===== config.mk =====
export PLATFORM = sky130hd
export DESIGN_NAME = bfha_ctrl
export DESIGN_NICKNAME = d
export VERILOG_FILES = /design/src/hw/rtl/bfha_pkg.sv /design/src/hw/rtl/bfha_ctrl.sv
export SDC_FILE = /design/constraint.sdc
export NUM_CORES = 1
export LEC_CHECK = 0
export ABC_AREA = 1
export BUFFER_PORTS_ARGS = -buffer_cell sky130_fd_sc_hd__buf_2
export CORE_ASPECT_RATIO = 1.25
export CORE_MARGIN = 10
export CORE_UTILIZATION = 30
export CTS_BUF_LIST = sky130_fd_sc_hd__clkbuf_16
export DETAILED_ROUTE_END_ITERATION = 8
export PLACE_DENSITY = 0.63
export SKIP_CTS_REPAIR_TIMING = 1
export SLEW_MARGIN = 0
export SYNTH_ARGS = -nofsm -noshare
export SYNTH_HDL_FRONTEND = slang
export SYNTH_SLANG_ARGS = --single-unit

===== constraint.sdc =====
create_clock -name i_clk -period 1.88 [get_ports i_clk]
set_input_delay 0.094 -clock i_clk [delete_from_list [all_inputs] [get_ports i_clk]]
set_output_delay 0.094 -clock i_clk [all_outputs]
set_load 0.02 [all_outputs]

===== src/hw/rtl/bfha_pkg.sv =====
// Shared types and constants of the best-fit heap allocator.
// No dependencies.
`timescale 1ns / 1ps

package bfha_pkg;

    localparam int unsigned DEF_HEAP_WORDS  = 65536;
    localparam int unsigned HDR_WORDS       = 2;
    localparam int unsigned SPLIT_MIN_WORDS = 4;
    localparam logic [16:0] LIMIT_RESET     = 17'd65536;

    // Configuration register indexes (byte address = 4 * index).
    localparam logic REG_BASE  = 1'b0;
    localparam logic REG_LIMIT = 1'b1;

    typedef enum logic [1:0] {
        OP_ALLOC = 2'd0,
        OP_FREE  = 2'd1,
        OP_QUERY = 2'd2,
        OP_NONE  = 2'd3
    } t_op;

    typedef enum logic [1:0] {
        TAG_NONE = 2'd0,
        TAG_USED = 2'd1,
        TAG_FREE = 2'd2
    } t_tag;

    typedef struct packed {
        logic clr;
        logic load;
        logic decode;
        logic walk_rd;
        logic walk_ev;
        logic alloc_fin;
        logic loc_ev;
        logic rel_chk;
        logic merge_rd;
        logic merge_ev;
        logic merge_wr;
    } t_cmd;

    typedef struct packed {
        logic clr_last;
        t_op  op;
        logic bytes_zero;
        logic loc_ok;
        logic walk_more;
        logic walk_stop;
        logic found;
        logic split;
        logic tag_used;
        logic top_rel;
        logic merge_more;
        logic merge_go;
    } t_sts;

endpackage


===== src/hw/rtl/bfha_ctrl.sv =====
// Sequencer of the heap allocator: walks allocate, release and query items.
// Depends on bfha_pkg; drives bfha_dp through command and status structs.
`timescale 1ns / 1ps

module bfha_ctrl
    import bfha_pkg::*;
(
    input  logic i_clk,
    input  logic i_rst_n,
    input  logic start,
    input  t_sts i_sts,
    output t_cmd o_cmd,
    output logic busy,
    output logic o_done
);

    typedef enum logic [12:0] {
        S_CLEAR     = 13'b0000000000001,
        S_IDLE      = 13'b0000000000010,
        S_DECODE    = 13'b0000000000100,
        S_WALK_RD   = 13'b0000000001000,
        S_WALK_EV   = 13'b0000000010000,
        S_ALLOC_FIN = 13'b0000000100000,
        S_LOC_RD    = 13'b0000001000000,
        S_LOC_EV    = 13'b0000010000000,
        S_REL_CHK   = 13'b0000100000000,
        S_MERGE_RD  = 13'b0001000000000,
        S_MERGE_EV  = 13'b0010000000000,
        S_MERGE_WR  = 13'b0100000000000,
        S_DONE      = 13'b1000000000000
    } t_state;

    t_state r_state, n_state;

    always_ff @(posedge i_clk) begin
        if (!i_rst_n) begin
            r_state <= S_CLEAR;
        end else begin
            r_state <= n_state;
        end
    end

    always_comb begin
        n_state = r_state;
        o_cmd   = '0;
        unique case (r_state)
            S_CLEAR: begin
                o_cmd.clr = 1'b1;
                if (i_sts.clr_last) n_state = S_IDLE;
            end
            S_IDLE: begin
                if (start) begin
                    o_cmd.load = 1'b1;
                    n_state    = S_DECODE;
                end
            end
            S_DECODE: begin
                o_cmd.decode = 1'b1;
                unique case (i_sts.op)
                    OP_ALLOC: n_state = i_sts.bytes_zero ? S_DONE : S_WALK_RD;
                    OP_FREE:  n_state = i_sts.loc_ok ? S_LOC_RD : S_DONE;
                    OP_QUERY: n_state = i_sts.loc_ok ? S_LOC_RD : S_DONE;
                    OP_NONE:  n_state = S_DONE;
                endcase
            end
            S_WALK_RD: begin
                o_cmd.walk_rd = 1'b1;
                n_state = i_sts.walk_more ? S_WALK_EV : S_ALLOC_FIN;
            end
            S_WALK_EV: begin
                o_cmd.walk_ev = 1'b1;
                n_state = i_sts.walk_stop ? S_ALLOC_FIN : S_WALK_RD;
            end
            S_ALLOC_FIN: begin
                o_cmd.alloc_fin = 1'b1;
                // A split-off remainder is released like any other block.
                n_state = (i_sts.found && i_sts.split) ? S_REL_CHK : S_DONE;
            end
            S_LOC_RD: begin
                n_state = S_LOC_EV;
            end
            S_LOC_EV: begin
                o_cmd.loc_ev = 1'b1;
                n_state = (i_sts.tag_used && i_sts.op == OP_FREE) ? S_REL_CHK : S_DONE;
            end
            S_REL_CHK: begin
                o_cmd.rel_chk = 1'b1;
                n_state = i_sts.top_rel ? S_DONE : S_MERGE_RD;
            end
            S_MERGE_RD: begin
                o_cmd.merge_rd = 1'b1;
                n_state = i_sts.merge_more ? S_MERGE_EV : S_MERGE_WR;
            end
            S_MERGE_EV: begin
                o_cmd.merge_ev = 1'b1;
                n_state = i_sts.merge_go ? S_MERGE_RD : S_MERGE_WR;
            end
            S_MERGE_WR: begin
                o_cmd.merge_wr = 1'b1;
                n_state = S_DONE;
            end
            S_DONE: begin
                n_state = S_IDLE;
            end
        endcase
    end

    assign busy   = (r_state != S_IDLE);
    assign o_done = (r_state == S_DONE);

endmodule


==> run_results.csv, run 1 <==
group,metric,value,unit
sta,fin_worst_skew,0.00170,ns
drt,drc,0,
yosys,yosysWarnings,0,
drt,dr.first_iter.drc_count,33,
yosys,synth_top_area_share,27.8,%
yosys,synth_most_common_cell,"nand2_1",
floorplanning,die_w,69.9,um
yosys,synth_top_family_by_area,"simple AND/OR/NAND/NOR gates",
worst_setup_path,cp-startpoint,"r_state[9]",
global_route,grt_pass1_vias,817,
layout,fin_nets,201,
yosys,avgSynthCellArea,6.23,um^2
worst_setup_path,start_kind,"register",
global_route,grt_pass1_wl,3520,um
sta,fin_crit,1.49,ns
floorplanning,die_height,82.4,um
sta,rsz0062_at_grt,"false",
drt,ant_nets,0,
placed_design,place_inst,213,
yosys,synthFlopType,"dfxtp_1",
drt,vias,930,
global_route,antenna_found_initial,0,
power,peakVddDrop,0.244,mV
yosys,synth_commonest_cells,"33 x nand2_1, 26 x inv_1, 25 x nor2_1",
clock_network,clk_pin_slew_worst_paths,0.04,ns
clock_network,clockBufferDepth,2,
placed_design,port_buffers,28,
yosys,seq_area_frac_synth,27.8,%
drt,firstDrtPassIters,4,
layout,drive_gt1_share,28.7,%
yosys,ys_async_sr_fraction,0,%
worst_setup_path,r2r-start,"r_state[9]",
layout,largest_register_ffs,13,
worst_hold_path,hold_class,"in2reg",
worst_setup_path,critPathRequiredTime,1.79,ns
sta,whs,0.0700,ns
sta,slew_violations,0,
yosys,syn_inst,150,
placed_design,place.gp.congestion,0.846,
sta,setup_ws,0.387,ns
yosys,syn-cell-area,935,um^2
yosys,yosys.area_share.simple,49.0,%
worst_setup_path,cpPeakStageDelay,0.32,ns
flow_run,max_cap_viol_count,0,
yosys,synth-adder-area-share,4.02,%
worst_setup_path,cp-end-kind,"output port",
yosys,synth_cell_type_count,25,
placed_design,post-place-ws,0.592,ns
worst_setup_path,path_class,"reg2out",
sta,final-setup-viol-count,0,
power,power_density,643,mW/mm^2
sta,min_period_over_period,79.4,%
sta,fmax,670,MHz
worst_setup_path,crit_slowest_cell,"dfxtp_1",
layout,stdcell_count,217,
clock_network,cts_root_buffer,"clkbuf_16",
yosys,ys_ff_latch,13,
placed_design,hpwl,1900,um
power,power_leakage,0.000693,uW
sta,hold_viol,0,
yosys,synth_compound_area_share,6.29,%
floorplanning,initial_core_util,31.4,%
drt,routedWlPerCell,10.1,um
yosys,synth_mux_area_share,0,%
worst_setup_path,crit_top_cell,"inv_2",
layout,largest_register,"r_state",
global_route,grt.overflow.total,0,
sta,slew-limit-headroom,74.3,%
floorplanning,rows,22,
clock_network,numCtsBuffers,3,
sta,worstMarginPinSlew,0.385,ns
yosys,syn-num-nets,169,
global_route,grt_max_degree,12,
yosys,synth_edf_count,0,
worst_setup_path,path_cells,"nor2_2, inv_2, nor2_8, nand3_1, inv_2, buf_2",
worst_hold_path,min_from,"i_rst_n",
clock_network,cts.sinks,13,
yosys,synth_area_leader_cell,"dfxtp_1",
drt,vias_per_cell,4.29,
yosys,synth_xor_area_share,0,%
floorplanning,coreArea,0.00297,mm^2
worst_setup_path,cp.arrival,1.40,ns
sta,fin_setup_tns,0,ns
clock_network,cts_tree,"done",
global_route,grtUsageTotal,7.37,%
floorplanning,io_pins,29,
drt,drt_wl_total,2200,um
layout,syn_to_final_growth,27.8,%
layout,diodes,0,
worst_setup_path,crit_fanout,7,
power,total_power,769,uW
run_status,status,"complete, no violations",
floorplanning,die_area,0.00576,mm^2
clock_network,clk_latency,0.24,ns
layout,reg_top3,"r_state (13)",
clock_network,cts-htree-levels,1,
yosys,synth_area_leaders,"dfxtp_1 28%, nand2_1 13%, inv_1 10%",
-- cell type report --
| cell class | instances | area, um^2 |
|---|---|---|
| fill | 331 | 1780 |
| multi-input combinational | 105 | 554 |
| sequential | 13 | 260 |
| timing repair buffer | 28 | 140 |
| inverter | 31 | 116 |
| clock buffer | 3 | 75.1 |
| tap | 36 | 45.0 |
| clock inverter | 1 | 3.75 |
-- cells by family after synthesis --
family / after synthesis
DFF: 13
and+or+nand+nor: 92
AOI/OAI and AO/OA: 10
buffers and inverters: 32
adders and majority gates: 3
-- stage by stage --
step / utilization, % / area [um^2]
2_1_floorplan: - / 935
3_3_place_gp: 37.5 / 1120
3_5_place_dp: 37.5 / 1120
4_1_cts: 40.2 / 1190
5_1_grt: 40.2 / 1190
6_report: 40.2 / 1190
-- layout by cell type, fill, tap and decap left out, drive strengths merged --
cell	count
nand2	38
nor2	33
inv	32
buf	28
dfxtp	13
nand3	11
a21oi	7
nor3	5
ha	3
clkbuf	3
o21ai	2
or2	2
and3	1
nand3b	1
nor4	1
o22ai	1
-- worst max-delay path, delay by kind of cell (launching register included) --
kind	cells	cell delay [ns]
buf+inv	3	0.35
flops	1	0.32
simple gates	3	0.49
-- path summary, 6_finish.rpt --
check | endpoint | slack (ns) | depth (start not counted)
worst max-delay path | o_cmd[4] | 0.39 | 6
worst min-delay path | r_state[0] | 0.07 | 2
worst max register to register | r_state[1] | 0.58 | 8
worst min register to register | r_state[7] | 0.59 | 3
-- power breakdown --
group | internal (uW) | switching, uW
logic | 35.3 | 55.9
registers | 281 | 3.49
clock network | 280 | 113
total | 597 | 172
-- metal layers --
metal / routed length [um] / GRT usage, % / vias up
met1: 983 / 8.45 / 394
met5: 0 / 0 / -
met2: 1080 / 12.6 / 19
li1: - / - / 513
met3: 91 / 1.55 / 4
met4: 43 / 4.15 / 0
(Power assumes the default switching activity.)
==> run 2: changes to the inputs <==
--- a/config.mk
+++ b/config.mk
@@ -5,7 +5,7 @@
 export SDC_FILE = /design/constraint.sdc
 export NUM_CORES = 1
 export LEC_CHECK = 0
-export ABC_AREA = 1
+export ABC_AREA = 0
 export BUFFER_PORTS_ARGS = -buffer_cell sky130_fd_sc_hd__buf_2
 export CORE_ASPECT_RATIO = 1.25
 export CORE_MARGIN = 10
==> constraint.sdc (replaced) <==
create_clock -name i_clk -period 1.5 [get_ports i_clk]
set_input_delay 0.075 -clock i_clk [delete_from_list [all_inputs] [get_ports i_clk]]
set_output_delay 0.075 -clock i_clk [all_outputs]
set_load 0.02 [all_outputs]
==> run 2 against run 1 <==
The flow now finishes with violations (setup timing). Global-route usage is 2.8 points higher. Highest routed layer unchanged. Sequential power up 27%. Routed wire length increased by 36%. Clock-buffer cell count is the same.
==> run_results.csv, run 2 <==
group,metric,value,unit
clock_network,clockBufferDepth,2,
clock_network,clk_latency,0.25,ns
yosys,syn-cell-area,920,um^2
floorplanning,initial_core_util,31.2,%
placed_design,port_buffers,28,
placed_design,place_inst,188,
layout,fin_nets,186,
sta,final-setup-viol-count,23,
yosys,synth-adder-area-share,4.08,%
worst_setup_path,crit_slowest_cell,"or4_4",
yosys,syn-num-nets,122,
placed_design,post-place-ws,-0.225,ns
drt,routedWlPerCell,14.9,um
sta,fin_crit,1.99,ns
layout,diodes,0,
layout,largest_register_ffs,13,
floorplanning,die_area,0.00569,mm^2
yosys,avgSynthCellArea,8.93,um^2
yosys,synth_top_family_by_area,"simple AND/OR/NAND/NOR gates",
power,comb_power_share,19.3,%
drt,drt_wl_total,3000,um
global_route,antenna_found_initial,0,
worst_setup_path,path_class,"reg2out",
yosys,yosysWarnings,0,
clock_network,cts_tree,"done",
sta,worstMarginPinSlew,0.385,ns
drt,ant_nets,0,
yosys,synthFlopType,"dfxtp_1",
drt,dr.first_iter.drc_count,25,
worst_setup_path,r2r-start,"r_state[5]",
worst_setup_path,path_buf_inv,2,
sta,rsz0062_at_grt,"true",
power,switching_power,261,uW
sta,setup_ws,-0.491,ns
floorplanning,die_w,69.5,um
worst_setup_path,crit_family,"simple AND/OR/NAND/NOR gates",
power,p_seq_share,33.7,%
clock_network,clk_pin_slew_worst_paths,0.04,ns
worst_setup_path,cpPeakStageDelay,0.57,ns
yosys,synth_compound_area_share,12.4,%
run_status,violations,"setup timing",
placed_design,place.gp.congestion,0.869,
worst_setup_path,cp.arrival,1.92,ns
layout,largest_register,"r_state",
clock_network,cts_root_buffer,"clkbuf_16",
worst_hold_path,hold_path_depth,2,
yosys,ys_ff_latch,13,
layout,syn_to_final_growth,80.0,%
global_route,grtUsageTotal,10.2,%
placed_design,hpwl,2310,um
worst_setup_path,crit_cells,4,
power,clock_power_share,47.1,%
worst_setup_path,cp-end-kind,"output port",
worst_setup_path,crit_top_cell,"buf_4",
worst_setup_path,critPathRequiredTime,1.42,ns
drt,firstDrtPassIters,4,
sta,hold_viol,0,
worst_setup_path,cp-startpoint,"r_state[5]",
yosys,synth_area_leaders,"dfxtp_1 28%, nor2_1 4.9%, ha_1 4.1%",
floorplanning,io_pins,29,
floorplanning,die_height,81.9,um
sta,fin_worst_skew,0.00584,ns
clock_network,numCtsBuffers,3,
clock_network,cts-htree-levels,1,
yosys,yosys.area_share.simple,47.8,%
drt,vias,1035,
power,power_density,647,mW/mm^2
global_route,grt_pass1_wl,4730,um
yosys,synth_area_leader_cell,"dfxtp_1",
yosys,synth_edf_count,0,
yosys,synth_top_area_share,28.3,%
yosys,synth_mux_area_share,0,%
flow_run,max_cap_viol_count,0,
layout,nFillCells,250,
worst_setup_path,start_kind,"register",
yosys,synth_commonest_cells,"13 x dfxtp_1, 12 x nor2_1, 8 x inv_1",
power,power_leakage,0.000748,uW
sta,min_period_over_period,133,%
worst_hold_path,min_from,"i_sts[12]",
drt,vias_per_cell,5.12,
power,peakVddDrop,0.426,mV
sta,slew-limit-headroom,74.1,%
yosys,synth_cell_type_count,43,
power,total_power,1070,uW
yosys,synth_xor_area_share,3.81,%
layout,drive_gt1_share,57.8,%
layout,final_common_cell,"buf_4",
worst_setup_path,ff2ff_path_depth,6,
global_route,grt_pass1_vias,1085,
floorplanning,coreArea,0.00295,mm^2
layout,final_cell_mix,"32 x buf_4, 15 x buf_2, 13 x buf_6",
floorplanning,rows,22,
yosys,synth_most_common_cell,"dfxtp_1",
power,intPower,810,uW
layout,stdcell_count,202,
worst_setup_path,crit_fanout,4,
sta,fmax,502,MHz
global_route,grt_max_degree,14,
yosys,seq_area_frac_synth,28.3,%
yosys,ys_async_sr_fraction,0,%
clock_network,cts.sinks,13,
worst_setup_path,path_cells,"or4_4, buf_4, nor4_4, buf_4",
run_status,status,"finished, violations left",
layout,reg_top3,"r_state (13)",
global_route,grt.overflow.total,0,
layout,fin_util,56.2,%
sta,fin_setup_tns,-6.42,ns
drt,drc,0,
worst_hold_path,hold_class,"in2reg",
yosys,syn_inst,103,
sta,slew_violations,0,
power,swShare,24.4,%
run 2: cell count changes after synthesis, sizes merged, moves of 5 or more:
cell    change
nand4b      +5
nand2      -34
a21oi       -6
nand3       -8
nor2       -20
inv        -23
nor2b       +5
run 2: routing by layer:
metal  track usage [%]  routed length [um]
met5                 0                   0
met4              7.86                  81
met3              2.05                 153
met2              18.5                1580
met1              10.3                1190
run 2: layout make-up:
| type | count | area (um^2) | share of cell area, % |
|---|---|---|---|
| Tap cell | 36 | 45.0 | 2.72 |
| Sequential cell | 13 | 265 | 16.0 |
| Inverter | 8 | 30.0 | 1.81 |
| Clock buffer | 3 | 75.1 | 4.54 |
| Timing Repair Buffer | 60 | 462 | 27.9 |
| Multi-Input combinational cell | 81 | 774 | 46.8 |
| Clock inverter | 1 | 3.75 | 0.227 |
run 2: worst register-to-register path, delay by kind of cell, from the launching register on:
| family | cells | cell delay (ns) |
|---|---|---|
| flops | 1 | 0.32 |
| buf+inv | 2 | 0.35 |
| simple gates | 2 | 0.97 |
| compound gates | 2 | 0.23 |
run 2: path summary, 6_finish.rpt:
kind	to	slack [ns]
worst min-delay path	r_state[0]	0.06
worst min register to register	r_state[0]	0.63
worst max register to register	r_state[12]	-0.42
worst max-delay path	o_cmd[3]	-0.49
run 2: kinds of logic after synthesis:
group / after synthesis
XOR/XNOR: 4
flip-flops: 13
adder cells (fa/ha/maj): 3
AND/OR/NAND/NOR: 61
AO/OA/AOI/OAI: 13
buffers and inverters: 9
run 2: stage by stage:
stage               instance area [um^2]  hold WS, ns
finish                              1660       0.0614
global route                        1660       0.0604
CTS                                 1400       0.0550
detailed placement                  1320        0.309
global placement                    1320        0.310
floorplan                            973        0.142
run 2: power groups by stage:
stage | Combinational (uW) | Sequential, uW | Clock, uW
2_1_floorplan | 85.1 | 371 | 0
3_3_place_gp | 156 | 367 | 0
3_5_place_dp | 162 | 368 | 0
4_1_cts | 163 | 361 | 518
5_1_grt | 223 | 362 | 519
6_report | 206 | 361 | 504
==> run 3: changes to the inputs <==
--- a/config.mk
+++ b/config.mk
@@ -11,8 +11,10 @@
 export CORE_MARGIN = 10
 export CORE_UTILIZATION = 30
 export CTS_BUF_LIST = sky130_fd_sc_hd__clkbuf_16
+export CTS_CLUSTER_DIAMETER = 60
 export DETAILED_ROUTE_END_ITERATION = 8
-export PLACE_DENSITY = 0.63
+export GPL_TIMING_DRIVEN = 0
+export PLACE_DENSITY = 0.53
 export SKIP_CTS_REPAIR_TIMING = 1
 export SLEW_MARGIN = 0
 export SYNTH_ARGS = -nofsm -noshare
==> run 3 against run 2 <==
The run still ends with setup timing left. Core utilization down 5.1 points. Combinational power shrank 17%. Worst hold slack got worse by 0.019 ns. Worst setup slack lost 0.042 ns.
==> run_results.csv, run 3 (same netlist as run 2, synthesis figures left out) <==
group,metric,value,unit
run_status,status,"finished, violations left",
run_status,violations,"setup timing",
global_route,grt.overflow.total,0,
floorplanning,die_w,69.5,um
layout,diodes,0,
worst_setup_path,crit_top_cell,"buf_6",
worst_setup_path,cp.arrival,1.96,ns
floorplanning,die_height,81.9,um
flow_run,max_cap_viol_count,0,
clock_network,clockBufferDepth,2,
sta,fin_worst_skew,0.00194,ns
drt,vias_per_cell,5.03,
floorplanning,die_area,0.00569,mm^2
layout,nFillCells,278,
layout,fin_nets,171,
placed_design,port_buffers,28,
clock_network,numCtsBuffers,3,
clock_network,cts_tree,"done",
sta,hold_viol,0,
floorplanning,coreArea,0.00295,mm^2
worst_setup_path,crit_fanout,6,
sta,slew-limit-headroom,68.0,%
clock_network,cts_root_buffer,"clkbuf_16",
clock_network,cts.sinks,13,
worst_setup_path,critPathRequiredTime,1.42,ns
clock_network,clk_pin_slew_worst_paths,0.05,ns
sta,setup_ws,-0.533,ns
sta,min_period_over_period,136,%
drt,dr.first_iter.drc_count,24,
worst_setup_path,path_cells,"or4_4, nor3_4, buf_6, nand4b_4, nor2_4, buf_6",
sta,slew_violations,0,
global_route,grt_pass1_vias,887,
worst_setup_path,path_buf_inv,2,
global_route,grt_max_degree,11,
layout,final_common_cell,"buf_2",
worst_hold_path,hold_class,"in2reg",
power,power_leakage,0.000658,uW
power,power_density,699,mW/mm^2
global_route,grt_pass1_wl,4180,um
sta,fin_crit,2.03,ns
worst_setup_path,cpPeakStageDelay,0.57,ns
sta,fmax,492,MHz
power,peakVddDrop,0.431,mV
drt,firstDrtPassIters,3,
placed_design,hpwl,2000,um
global_route,antenna_found_initial,0,
sta,whs,0.0421,ns
worst_setup_path,crit_slowest_cell,"or4_4",
worst_setup_path,path_class,"reg2out",
drt,drt_wl_total,2610,um
floorplanning,initial_core_util,31.2,%
drt,vias,941,
worst_setup_path,crit_family,"simple AND/OR/NAND/NOR gates",
clock_network,cts-htree-levels,1,
layout,drive_gt1_share,54.3,%
floorplanning,rows,22,
sta,worstMarginPinSlew,0.480,ns
floorplanning,io_pins,29,
layout,largest_register,"r_state",
placed_design,place.gp.congestion,0.754,
sta,rsz0062_at_grt,"true",
layout,fin_util,51.1,%
layout,syn_to_final_growth,63.7,%
layout,largest_register_ffs,13,
worst_setup_path,cp-end-kind,"output port",
placed_design,post-place-ws,-0.360,ns
power,total_power,1050,uW
drt,ant_nets,0,
sta,final-setup-viol-count,24,
global_route,grtUsageTotal,9.07,%
worst_setup_path,start_kind,"register",
drt,drc,0,
layout,reg_top3,"r_state (13)",
clock_network,clk_latency,0.25,ns
layout,final_cell_mix,"19 x buf_2, 16 x buf_4, 9 x nor2_1, 9 x buf_6",
drt,routedWlPerCell,14.0,um
## run 3: worst paths after layout
kind	start	endpoint	slack [ns]	depth (start not counted)
setup / recovery	r_state[7]	o_cmd[9]	-0.53	6
hold / removal	i_rst_n	r_state[0]	0.04	2
setup reg to reg	r_state[7]	r_state[1]	-0.47	7
hold reg to reg	r_state[7]	r_state[7]	0.55	2
## run 3: stage by stage
step	instances	setup TNS, ns	area (um^2)
after detailed placement	167	-3.74	1160
after global routing	187	-8.86	1510
after CTS	171	-7.21	1240
after global placement	167	-3.33	1160
after floorplan	103	-1.58	973
final	187	-6.89	1510
## run 3: worst register-to-register path: cells and delay by family, from the launching register on
kind	cells	cell delay (ns)
flops	1	0.35
buf+inv	2	0.31
simple gates	4	1.15
compound gates	1	0.11
## run 3: final cells by class
| type | count | area (um^2) | area share (%) |
|---|---|---|---|
| plain buffers | 1 | 3.75 | 0.249 |
| clock buffers | 3 | 75.1 | 4.99 |
| clock inverters | 1 | 5.00 | 0.333 |
| inverters | 8 | 30.0 | 2.00 |
| multi-input cells | 81 | 752 | 50.0 |
| flip-flops and latches | 13 | 278 | 18.5 |
| well taps | 36 | 45.0 | 2.99 |
| repair buffers | 44 | 317 | 21.0 |
## run 3: report_power, final
group          switching [uW]  internal, uW  total, uW
clock network             163           356        519
registers                13.8           346        360
logic                    83.8          88.6        172
## run 3: metal layers
metal / vias to the layer above / global-route usage (%) / share of wire [%]
met2: 23 / 15.3 / 50
met1: 438 / 9.20 / 41
met3: 7 / 2.77 / 4.8
met4: 0 / 7.66 / 3.8
met5: - / 0 / 0
li1: 473 / - / -
